$ cat src/rtl/trimmed_mean_sensor_normalizer_top_defines.svh
// assertion macros shared by the trimmed mean sensor normalizer rtl
`ifndef TRIMMED_MEAN_SENSOR_NORMALIZER_TOP_DEFINES_SVH
`define TRIMMED_MEAN_SENSOR_NORMALIZER_TOP_DEFINES_SVH

`ifndef SYNTH

// property that must hold at every clock edge outside reset
`define TMSN_ASSERT(lbl, clk, rst_n, prop, msg) \
    lbl: assert property (@(posedge clk) disable iff (!rst_n) (prop)) else $error(msg);

// condition that must never be true outside reset
`define TMSN_ASSERT_NEVER(lbl, clk, rst_n, cond, msg) \
    lbl: assert property (@(posedge clk) disable iff (!rst_n) !(cond)) else $error(msg);

`else

`define TMSN_ASSERT(lbl, clk, rst_n, prop, msg)
`define TMSN_ASSERT_NEVER(lbl, clk, rst_n, cond, msg)

`endif

`endif

$ cat src/rtl/tmsn_pkg.sv
// constants, reset values and helpers of the trimmed mean sensor normalizer
package tmsn_pkg;

    // channel and field widths
    localparam int CHANNELS    = 8;
    localparam int CH_W        = 3;
    localparam int CH_SLOTS    = 2 ** CH_W;
    localparam int SAMPLE_W    = 12;
    localparam int COUNT_W     = 4;
    localparam int SUM_W       = 16;
    localparam int LANE_W      = 16;
    localparam int NORM_W      = 14;
    localparam int CFG_W       = 64;
    localparam int CFG_IDX_W   = 2;

    // window and scaling constants
    localparam int WINDOW_LEN  = 10;
    localparam int TRIM_SHIFT  = 3;
    localparam int CLAMP_LEVEL = 4000;
    localparam int LOW_FLOOR   = 10;
    localparam int FULL_SCALE  = 10000;
    localparam int CLAMP_CH_A  = 2;
    localparam int CLAMP_CH_B  = 5;

    // divider: quotient below full scale fits NORM_W bits
    localparam int DIV_STEPS   = NORM_W;
    localparam int STEP_W      = 4;
    localparam int PROD_W      = SAMPLE_W + NORM_W;

    // configuration register indexes
    localparam logic [CFG_IDX_W-1:0] CFG_CAL_MIN_LO = 2'd0;
    localparam logic [CFG_IDX_W-1:0] CFG_CAL_MIN_HI = 2'd1;
    localparam logic [CFG_IDX_W-1:0] CFG_CAL_MAX_LO = 2'd2;
    localparam logic [CFG_IDX_W-1:0] CFG_CAL_MAX_HI = 2'd3;

    // configuration reset values
    localparam logic [CFG_W-1:0] CAL_MIN_LO_RST = 64'h0096012C00960096;
    localparam logic [CFG_W-1:0] CAL_MIN_HI_RST = 64'h00960096012C012C;
    localparam logic [CFG_W-1:0] CAL_MAX_LO_RST = 64'h07D00ED807D007D0;
    localparam logic [CFG_W-1:0] CAL_MAX_HI_RST = 64'h07D007D00ED81130;

    // window reset values
    localparam logic [SAMPLE_W-1:0] MIN_RST = '1;

    // pick the 16-bit lane of a channel from a low/high register pair
    function automatic logic [LANE_W-1:0] lane16(
        input logic [CFG_W-1:0] lo,
        input logic [CFG_W-1:0] hi,
        input logic [CH_W-1:0]  ch
    );
        logic [CFG_W-1:0] w;
        w = ch[CH_W-1] ? hi : lo;
        return w[{ch[1:0], 4'b0000} +: LANE_W];
    endfunction

endpackage

$ cat src/rtl/trimmed_mean_sensor_normalizer_top.sv
// Trimmed mean sensor normalizer.
// Input channel (i_in_valid / o_in_stall) carries a channel tag and a 12-bit
// sample. Each channel keeps a ten-sample window as count, sum, min and max.
// The tenth sample of a channel yields one result beat on the output channel
// (o_out_valid / i_out_stall): the mean of the middle eight samples (clamped
// to 4000 on channels 2 and 5) and its position between the channel's
// calibration min and max in hundredths of a percent. Other samples give no
// result. Calibration is written through the cfg port (always ready); the
// user must write it only while the block is idle; the block does not check.
// Sequence: a sample that does not close a window passes S_ACC and S_LVL. A
// closing sample goes via S_CMP to S_DONE if the level saturates, sits at or
// below the minimum or the calibration max is not above the min, else via
// S_MUL and a 14-step restoring divider, one quotient bit per cycle. The
// result lands in an output register, so the next sample is taken while the
// result waits; the sequencer holds a second result in S_DONE during a stall.
// Reset (synchronous, active low) clears all windows, loads the default
// calibration and empties the output register.
module trimmed_mean_sensor_normalizer_top (
    input  logic                                i_clk,
    input  logic                                i_rst_n,
    // sample channel
    input  logic                                i_in_valid,
    output logic                                o_in_stall,
    input  logic [tmsn_pkg::CH_W-1:0]           i_channel,
    input  logic [tmsn_pkg::SAMPLE_W-1:0]       i_sample,
    // result channel
    output logic                                o_out_valid,
    input  logic                                i_out_stall,
    output logic [tmsn_pkg::CH_W-1:0]           o_out_channel,
    output logic [tmsn_pkg::SAMPLE_W-1:0]       o_filtered_level,
    output logic [tmsn_pkg::NORM_W-1:0]         o_normalized_level,
    // configuration write channel
    input  logic                                i_cfg_valid,
    output logic                                o_cfg_ready,
    input  logic [tmsn_pkg::CFG_IDX_W-1:0]      i_cfg_index,
    input  logic [tmsn_pkg::CFG_W-1:0]          i_cfg_data
);

`include "trimmed_mean_sensor_normalizer_top_defines.svh"

    typedef enum logic [6:0] {
        S_IDLE = 7'b0000001,
        S_ACC  = 7'b0000010,
        S_LVL  = 7'b0000100,
        S_CMP  = 7'b0001000,
        S_MUL  = 7'b0010000,
        S_DIV  = 7'b0100000,
        S_DONE = 7'b1000000
    } t_state;

    localparam int SW = tmsn_pkg::SAMPLE_W;
    localparam int LW = tmsn_pkg::LANE_W;
    localparam int NW = tmsn_pkg::NORM_W;

    t_state r_state, n_state;

    // per-channel window state
    logic [tmsn_pkg::COUNT_W-1:0] r_cnt [tmsn_pkg::CH_SLOTS];
    logic [tmsn_pkg::SUM_W-1:0]   r_sum [tmsn_pkg::CH_SLOTS];
    logic [SW-1:0]                r_min [tmsn_pkg::CH_SLOTS];
    logic [SW-1:0]                r_max [tmsn_pkg::CH_SLOTS];

    // calibration registers
    logic [tmsn_pkg::CFG_W-1:0] r_cal_min_lo, r_cal_min_hi, r_cal_max_lo, r_cal_max_hi;

    // working registers of the sequencer
    logic [tmsn_pkg::CH_W-1:0]   r_ch;
    logic [SW-1:0]               r_smp;
    logic [SW-1:0]               r_x;
    logic [LW-1:0]               r_m, r_mx;
    logic [SW-1:0]               r_xm;
    logic [LW-1:0]               r_den;
    logic [LW-1:0]               r_rem, n_rem;
    logic [NW-1:0]               r_lo;
    logic [tmsn_pkg::STEP_W-1:0] r_step;
    logic [NW-1:0]               r_nl;

    // output register
    logic                        r_out_valid;
    logic [tmsn_pkg::CH_W-1:0]   r_out_ch;
    logic [SW-1:0]               r_out_lvl;
    logic [NW-1:0]               r_out_nl;

    logic                        in_take;
    logic                        ch_ok;
    logic                        out_free;
    logic                        win_done;
    logic [tmsn_pkg::SUM_W:0]    lvl_full;
    logic [SW-1:0]               lvl_raw, lvl;
    logic                        clamp_ch;
    logic                        x_le_m, mx_eq_m, mx_lt_m, sat_hi;
    logic [LW-1:0]               den;
    logic [SW-1:0]               xm;
    logic [tmsn_pkg::PROD_W-1:0] prod;
    logic [LW:0]                 trial;
    logic [LW:0]                 trial_diff;
    logic                        q_bit;

    // handshake
    assign in_take     = i_in_valid && !o_in_stall;
    assign o_in_stall  = (r_state != S_IDLE);
    assign o_cfg_ready = 1'b1;
    assign out_free    = !r_out_valid || !i_out_stall;
    assign ch_ok       = (32'(i_channel) < tmsn_pkg::CHANNELS);

    // trimmed mean of the current channel's window
    assign win_done = (r_cnt[r_ch] == tmsn_pkg::COUNT_W'(tmsn_pkg::WINDOW_LEN));
    assign lvl_full = {1'b0, r_sum[r_ch]} - 17'(r_min[r_ch]) - 17'(r_max[r_ch]);
    assign lvl_raw  = lvl_full[tmsn_pkg::TRIM_SHIFT +: SW];
    assign clamp_ch = (r_ch == tmsn_pkg::CH_W'(tmsn_pkg::CLAMP_CH_A))
                   || (r_ch == tmsn_pkg::CH_W'(tmsn_pkg::CLAMP_CH_B));
    assign lvl      = (clamp_ch && (lvl_raw > SW'(tmsn_pkg::CLAMP_LEVEL)))
                    ? SW'(tmsn_pkg::CLAMP_LEVEL) : lvl_raw;

    // range checks against calibration
    assign x_le_m  = ({4'b0000, r_x} <= r_m);
    assign mx_eq_m = (r_mx == r_m);
    assign mx_lt_m = (r_mx < r_m);
    assign den     = r_mx - r_m;
    assign xm      = r_x - r_m[SW-1:0];
    assign sat_hi  = ({4'b0000, xm} >= den);

    // scale by full scale
    assign prod = tmsn_pkg::PROD_W'(r_xm) * tmsn_pkg::PROD_W'(tmsn_pkg::FULL_SCALE);

    // one restoring division step
    assign trial      = {r_rem, r_lo[NW-1]};
    assign trial_diff = trial - {1'b0, r_den};
    assign q_bit      = !trial_diff[LW];
    assign n_rem      = q_bit ? trial_diff[LW-1:0] : trial[LW-1:0];

    // sequencer next state
    always_comb begin
        n_state = r_state;
        unique case (r_state)
            S_IDLE: begin
                if (in_take && ch_ok) n_state = S_ACC;
            end
            S_ACC:  n_state = S_LVL;
            S_LVL: begin
                n_state = win_done ? S_CMP : S_IDLE;
            end
            S_CMP: begin
                if (x_le_m || mx_eq_m || mx_lt_m || sat_hi) n_state = S_DONE;
                else n_state = S_MUL;
            end
            S_MUL:  n_state = S_DIV;
            S_DIV: begin
                if (r_step == '0) n_state = S_DONE;
            end
            S_DONE: begin
                if (out_free) n_state = S_IDLE;
            end
            default: n_state = S_IDLE;
        endcase
    end

    // state register
    always_ff @(posedge i_clk) begin
        if (!i_rst_n) begin
            r_state <= S_IDLE;
        end else begin
            r_state <= n_state;
        end
    end

    // calibration writes
    always_ff @(posedge i_clk) begin
        if (!i_rst_n) begin
            r_cal_min_lo <= tmsn_pkg::CAL_MIN_LO_RST;
            r_cal_min_hi <= tmsn_pkg::CAL_MIN_HI_RST;
            r_cal_max_lo <= tmsn_pkg::CAL_MAX_LO_RST;
            r_cal_max_hi <= tmsn_pkg::CAL_MAX_HI_RST;
        end else if (i_cfg_valid && o_cfg_ready) begin
            unique case (i_cfg_index)
                tmsn_pkg::CFG_CAL_MIN_LO: r_cal_min_lo <= i_cfg_data;
                tmsn_pkg::CFG_CAL_MIN_HI: r_cal_min_hi <= i_cfg_data;
                tmsn_pkg::CFG_CAL_MAX_LO: r_cal_max_lo <= i_cfg_data;
                tmsn_pkg::CFG_CAL_MAX_HI: r_cal_max_hi <= i_cfg_data;
                default: ;
            endcase
        end
    end

    // window accumulate and clear
    always_ff @(posedge i_clk) begin
        if (!i_rst_n) begin
            for (int i = 0; i < tmsn_pkg::CH_SLOTS; i++) begin
                r_cnt[i] <= '0;
                r_sum[i] <= '0;
                r_min[i] <= tmsn_pkg::MIN_RST;
                r_max[i] <= '0;
            end
        end else if (r_state == S_ACC) begin
            r_sum[r_ch] <= r_sum[r_ch] + tmsn_pkg::SUM_W'(r_smp);
            r_cnt[r_ch] <= r_cnt[r_ch] + 1'b1;
            if (r_smp < r_min[r_ch]) r_min[r_ch] <= r_smp;
            if (r_smp > r_max[r_ch]) r_max[r_ch] <= r_smp;
        end else if (r_state == S_LVL && win_done) begin
            r_cnt[r_ch] <= '0;
            r_sum[r_ch] <= '0;
            r_min[r_ch] <= tmsn_pkg::MIN_RST;
            r_max[r_ch] <= '0;
        end
    end

    // datapath of the sequencer
    always_ff @(posedge i_clk) begin
        unique case (r_state)
            S_IDLE: begin
                r_ch  <= i_channel;
                r_smp <= i_sample;
            end
            S_LVL: begin
                r_x  <= lvl;
                r_m  <= tmsn_pkg::lane16(r_cal_min_lo, r_cal_min_hi, r_ch);
                r_mx <= tmsn_pkg::lane16(r_cal_max_lo, r_cal_max_hi, r_ch);
            end
            S_CMP: begin
                r_xm  <= xm;
                r_den <= den;
                if (x_le_m || mx_lt_m) r_nl <= NW'(tmsn_pkg::LOW_FLOOR);
                else                   r_nl <= NW'(tmsn_pkg::FULL_SCALE);
            end
            S_MUL: begin
                r_rem  <= LW'(prod[tmsn_pkg::PROD_W-1:NW]);
                r_lo   <= prod[NW-1:0];
                r_step <= tmsn_pkg::STEP_W'(tmsn_pkg::DIV_STEPS - 1);
            end
            S_DIV: begin
                r_rem  <= n_rem;
                r_lo   <= {r_lo[NW-2:0], q_bit};
                r_step <= r_step - 1'b1;
                if (r_step == '0) r_nl <= {r_lo[NW-2:0], q_bit};
            end
            default: ;
        endcase
    end

    // output register
    always_ff @(posedge i_clk) begin
        if (!i_rst_n) begin
            r_out_valid <= 1'b0;
        end else if (r_state == S_DONE && out_free) begin
            r_out_valid <= 1'b1;
        end else if (!i_out_stall) begin
            r_out_valid <= 1'b0;
        end
    end

    always_ff @(posedge i_clk) begin
        if (r_state == S_DONE && out_free) begin
            r_out_ch  <= r_ch;
            r_out_lvl <= r_x;
            r_out_nl  <= r_nl;
        end
    end

    assign o_out_valid        = r_out_valid;
    assign o_out_channel      = r_out_ch;
    assign o_filtered_level   = r_out_lvl;
    assign o_normalized_level = r_out_nl;

    // checks
    `TMSN_ASSERT(a_take_starts_acc, i_clk, i_rst_n,
        (in_take && ch_ok) |=> (r_state == S_ACC), "accepted sample did not start accumulation")
    `TMSN_ASSERT(a_rem_below_den, i_clk, i_rst_n,
        (r_state == S_DIV) |-> (r_rem < r_den), "divider remainder not below divisor")
    `TMSN_ASSERT(a_hold_when_full, i_clk, i_rst_n,
        (r_state == S_DONE && r_out_valid && i_out_stall) |=> (r_state == S_DONE),
        "result dropped while output register full")
    `TMSN_ASSERT_NEVER(a_norm_range, i_clk, i_rst_n,
        r_out_valid && (r_out_nl > NW'(tmsn_pkg::FULL_SCALE)), "normalized level above full scale")

endmodule

$ cat config.mk
export PLATFORM = sky130hd
export DESIGN_NAME = trimmed_mean_sensor_normalizer_top
export DESIGN_NICKNAME = d
export VERILOG_FILES = /design/src/rtl/tmsn_pkg.sv /design/src/rtl/trimmed_mean_sensor_normalizer_top.sv
export VERILOG_INCLUDE_DIRS = /design/src /design/src/rtl
export SDC_FILE = /design/constraint.sdc
export NUM_CORES = 2
export LEC_CHECK = 0
export BUFFER_PORTS_ARGS = -buffer_cell sky130_fd_sc_hd__buf_2
export CORE_ASPECT_RATIO = 0.7
export CORE_MARGIN = 2
export CORE_UTILIZATION = 55
export CTS_CLUSTER_SIZE = 12
export DETAILED_ROUTE_END_ITERATION = 6
export PLACE_DENSITY = 0.74
export SYNTH_ARGS = -nofsm -noshare
export SYNTH_HDL_FRONTEND = slang
export SYNTH_SLANG_ARGS = --single-unit
$ cat constraint.sdc
create_clock -name i_clk -period 7.26 [get_ports i_clk]
set_input_delay 1.452 -clock i_clk [delete_from_list [all_inputs] [get_ports i_clk]]
set_output_delay 1.452 -clock i_clk [all_outputs]
set_load 0.01 [all_outputs]
==> run summary <==
Run status
* status: finished, final reports clean

Power and ir drop
* Sequential Power Share: 0.460
* share of power burned in combinational logic: 0.185
* net switching fraction of the power: 0.2870
* leakage power summed over all cells: 15.93 nW
* net switching power: 3.120 mW
* clock network fraction of design power: 0.354
* maximum VDD drop: 174.3 uV
* total power density per cell area: 257.9 nW/um2
* Internal Power: 7.751 mW

Clock network
* Clock Latency Late Sink: 0.66 ns
* register clock-pin slew on the reported worst setup and hold paths: 0.06 ns
* buffers from clock root to sink, at most: 3
* number of buffers inserted by post-CTS setup repair: 0
* TritonCTS clock tree: done
* root buffer cell: sky130_fd_sc_hd__clkbuf_16
* number of levels in the clock H-tree: 3
* CTS Buf Count: 78
* Resized cells post-CTS: 0
* clock sink count: 775
* number of buffers inserted by hold repair at cts: 0

Yosys
* most frequent cells after synthesis: sky130_fd_sc_hd__nand2_1 (658), sky130_fd_sc_hd__edfxtp_1 (508), sky130_fd_sc_hd__nor2_1 (288)
* distinct cell type count of the synthesized netlist: 80
* fraction of synthesized cell area taken by the top area cell type: 0.3986
* number of instances in the synthesized netlist: 3343
* async set-or-reset flop fraction in the synthesized netlist: 0
* most used flip-flop cell after synthesis: sky130_fd_sc_hd__edfxtp_1
* Syn Std Cell Area: 38270 um2
* synthesized netlist net count: 3632
* number of flip-flops and latches in the synthesized netlist: 775
* cell type with the highest aggregate area in the netlist: sky130_fd_sc_hd__edfxtp_1
* cell with the most instances after synthesis: sky130_fd_sc_hd__nand2_1
* number of warning messages in the yosys log: 0
* Post-Syn Area per Cell: 11.45 um2
* sequential fraction of the synthesis area: 0.5382
* largest cells by area after synthesis: sky130_fd_sc_hd__edfxtp_1 (40%), sky130_fd_sc_hd__dfxtp_1 (14%), sky130_fd_sc_hd__mux4_2 (8.8%), sky130_fd_sc_hd__nand2_1 (6.5%), sky130_fd_sc_hd__ha_1 (5.4%)
* EDFF count, synth: 508

Floorplanning
* die extent in x: 319.3 um
* DIE AREA: 71750 um2
* floorplan core area: 68470 um2
* Starting Density: 0.5590
* total I/O pin count: 118
* cell row count: 80
* vertical die dimension: 224.7 um

Run
* total of max-cap violations: 0

GRT
* number of antenna violations at the first check in global routing: 12
* combined global-route utilization of all metal layers: 0.2718
* wire length of the first global-routing pass: 149300 um
* maximum number of pins on one net before global-route repair: 217
* total congestion overflow after global routing: 0
* number of global-route vias before repair: 24670

Min path
* cell depth of the worst min-delay path: 0
* capture endpoint of the worst hold path: o_normalized_level[2]
* hold_sp: r_nl[2]
* hold crit path type: flop to flop

Drt
* via count normalized by instance count: 5.988
* count of antenna-violating nets left after detailed routing: 0
* DRC Markers: 0
* detailed-route via count: 26200
* DRC marker count from the first detailed-route iteration: 3090
* first-pass detailed-route iteration total: 6
* average wire per cell in the routed design: 22.07 um
* final wirelength: 96600 um

Timing
* post-route worst setup slack: 1.685 ns
* accumulated negative setup slack: 0 ns
* slew at the pin closest to its max-slew limit: 1.216 ns
* total of endpoints with negative setup slack in the final report: 0
* skew final: 0.03806 ns
* time the final worst path needs with I/O delays and setup: 5.575 ns
* top achievable clock speed: 179.4 MHz
* part of the cycle the worst path needs: 0.7679
* total count of max-transition violations in the final report: 0
* tightest slew margin relative to the limit: 0.1891
* Final Hold Viols: 0
* unrepaired setup endpoints after global routing: false

Finish
* fin nets: 3701
* fraction of layout cells with a size suffix above 1: 0.1639
* area growth from synthesis to layout: 10.12%

Placed design
* HPWL after DPL: 64130 um
* number of port buffers: 116
* pre-CTS setup slack: 1.785 ns
* Final Wtd Congestion: 0.9415

Worst setup path
* category of the critical setup timing path: flop to flop
* arrival time at the worst endpoint: 5.84 ns
* Req. time, crit path: 7.53 ns
* terminus of the critical flop-to-flop path: r_sum[1][12]
* reg2reg setup slack: 1.69 ns
* largest fanout on the critical path: 45
* Startpoint Class: flop
* CP Capture Type: flop
* logic depth of the worst register-to-register path: 9

-- worst max-delay path by stage --
stage                     from            to  slack, ns  depth (start not counted)
after CTS                 flop        r_x[0]       1.80                         14
after global routing      flop  r_sum[1][12]       1.40                          9
after global placement    flop        r_x[0]       1.91                         14
after floorplan           flop   r_min[6][0]       1.80                         18
after detailed placement  flop   r_sum[1][6]       1.79                          9
final                     flop  r_sum[1][12]       1.69                          9
-- worst max-delay path, stage by stage, from the launching register on --
cell and delay, ns:
sky130_fd_sc_hd__dfxtp_4 0.90, sky130_fd_sc_hd__mux4_2 0.60, sky130_fd_sc_hd__mux2i_1 0.25, sky130_fd_sc_hd__ha_1 0.19
sky130_fd_sc_hd__and4b_1 0.43, sky130_fd_sc_hd__nand2_2 0.44, sky130_fd_sc_hd__inv_2 0.46, sky130_fd_sc_hd__or2_1 0.40
sky130_fd_sc_hd__nand2_1 0.58, sky130_fd_sc_hd__nand2_1 0.89
-- power by group through the flow --
stage	clock network [mW]	logic, mW	registers (mW)
after global placement	0	1.90	5.09
after CTS	3.89	1.96	5.00
after detailed placement	0	1.94	5.09
after floorplan	0	1.40	4.99
final	3.85	2.02	5.00
after global routing	4.07	2.16	5.02
-- cell families after synthesis --
family	Yosys count	synth area share
other	1	0.00009798
XOR/XNOR	66	0.01510
multiplexers	242	0.1139
adder cells (fa/ha/maj)	203	0.07382
buffers and inverters	340	0.03462
flip-flops	775	0.5382
AND/OR/NAND/NOR	1288	0.1460
AO/OA/AOI/OAI	428	0.07826
-- per-stage QoR --
stage / hold WS (ns) / power [mW] / area [um2] / instances / util
after floorplan: 0.4003 / 6.384 / 38270 / 3343 / -
after global placement: 0.4041 / 6.992 / 39750 / 4234 / 0.5805
after detailed placement: 0.4045 / 7.030 / 39750 / 4234 / 0.5805
after CTS: 0.4149 / 10.85 / 42120 / 4367 / 0.6152
after global routing: 0.4254 / 11.24 / 42130 / 4370 / 0.6154
final: 0.4185 / 10.87 / 42150 / 4376 / 0.6156
-- layout make-up --
class	count	area (um2)
Fill cell	5393	26320
Timing Repair Buffer	163	964.7
Antenna cell	9	22.52
Sequential cell	775	20610
Multi-Input combinational cell	2228	16420
Clock buffer	122	2215
Inverter	166	623.1
Tap cell	902	1129
Clock inverter	11	162.7
-- placed cells by master, fill, tap and decap left out, types with 44 or more instances in the layout --
cell type,count
sky130_fd_sc_hd__nand2_1,658
sky130_fd_sc_hd__ha_1,165
sky130_fd_sc_hd__buf_4,45
sky130_fd_sc_hd__or2_2,86
sky130_fd_sc_hd__mux2i_1,47
sky130_fd_sc_hd__clkbuf_16,81
sky130_fd_sc_hd__a21boi_0,182
sky130_fd_sc_hd__mux4_2,150
sky130_fd_sc_hd__mux2_2,44
sky130_fd_sc_hd__dfxtp_1,264
sky130_fd_sc_hd__nand3_1,107
sky130_fd_sc_hd__inv_1,163
sky130_fd_sc_hd__buf_2,115
sky130_fd_sc_hd__a21oi_1,63
sky130_fd_sc_hd__edfxtp_1,508
sky130_fd_sc_hd__nor2_1,286
-- routing by layer --
layer / vias to the layer above / GRT usage / wire length [um] / part of all wire
met5: - / 0 / 13 / 0.00013
li1: 11950 / - / - / -
met3: 150 / 0.06609 / 10960 / 0.11
met4: 2 / 0.06223 / 1968 / 0.020
met1: 12810 / 0.4343 / 44420 / 0.46
met2: 1287 / 0.3703 / 39240 / 0.41
-- flip-flops by register name, summed over array words and instances (netlist names), 4 cells and up, named ones only --
register            flops
r_nl                   14
r_state                 7
r_cal_min_hi           64
r_rem                  16
r_cnt                  32
r_xm                   12
r_cal_max_lo           64
r_min                  96
r_step                  4
r_den                  16
r_smp                  12
r_mx                   16
o_normalized_level     14
o_filtered_level       12
r_x                    12
r_max                  96
r_cal_min_lo           64
r_lo                   14
r_cal_max_hi           64
r_m                    16
r_sum                 120
(Power assumes the default switching activity.)
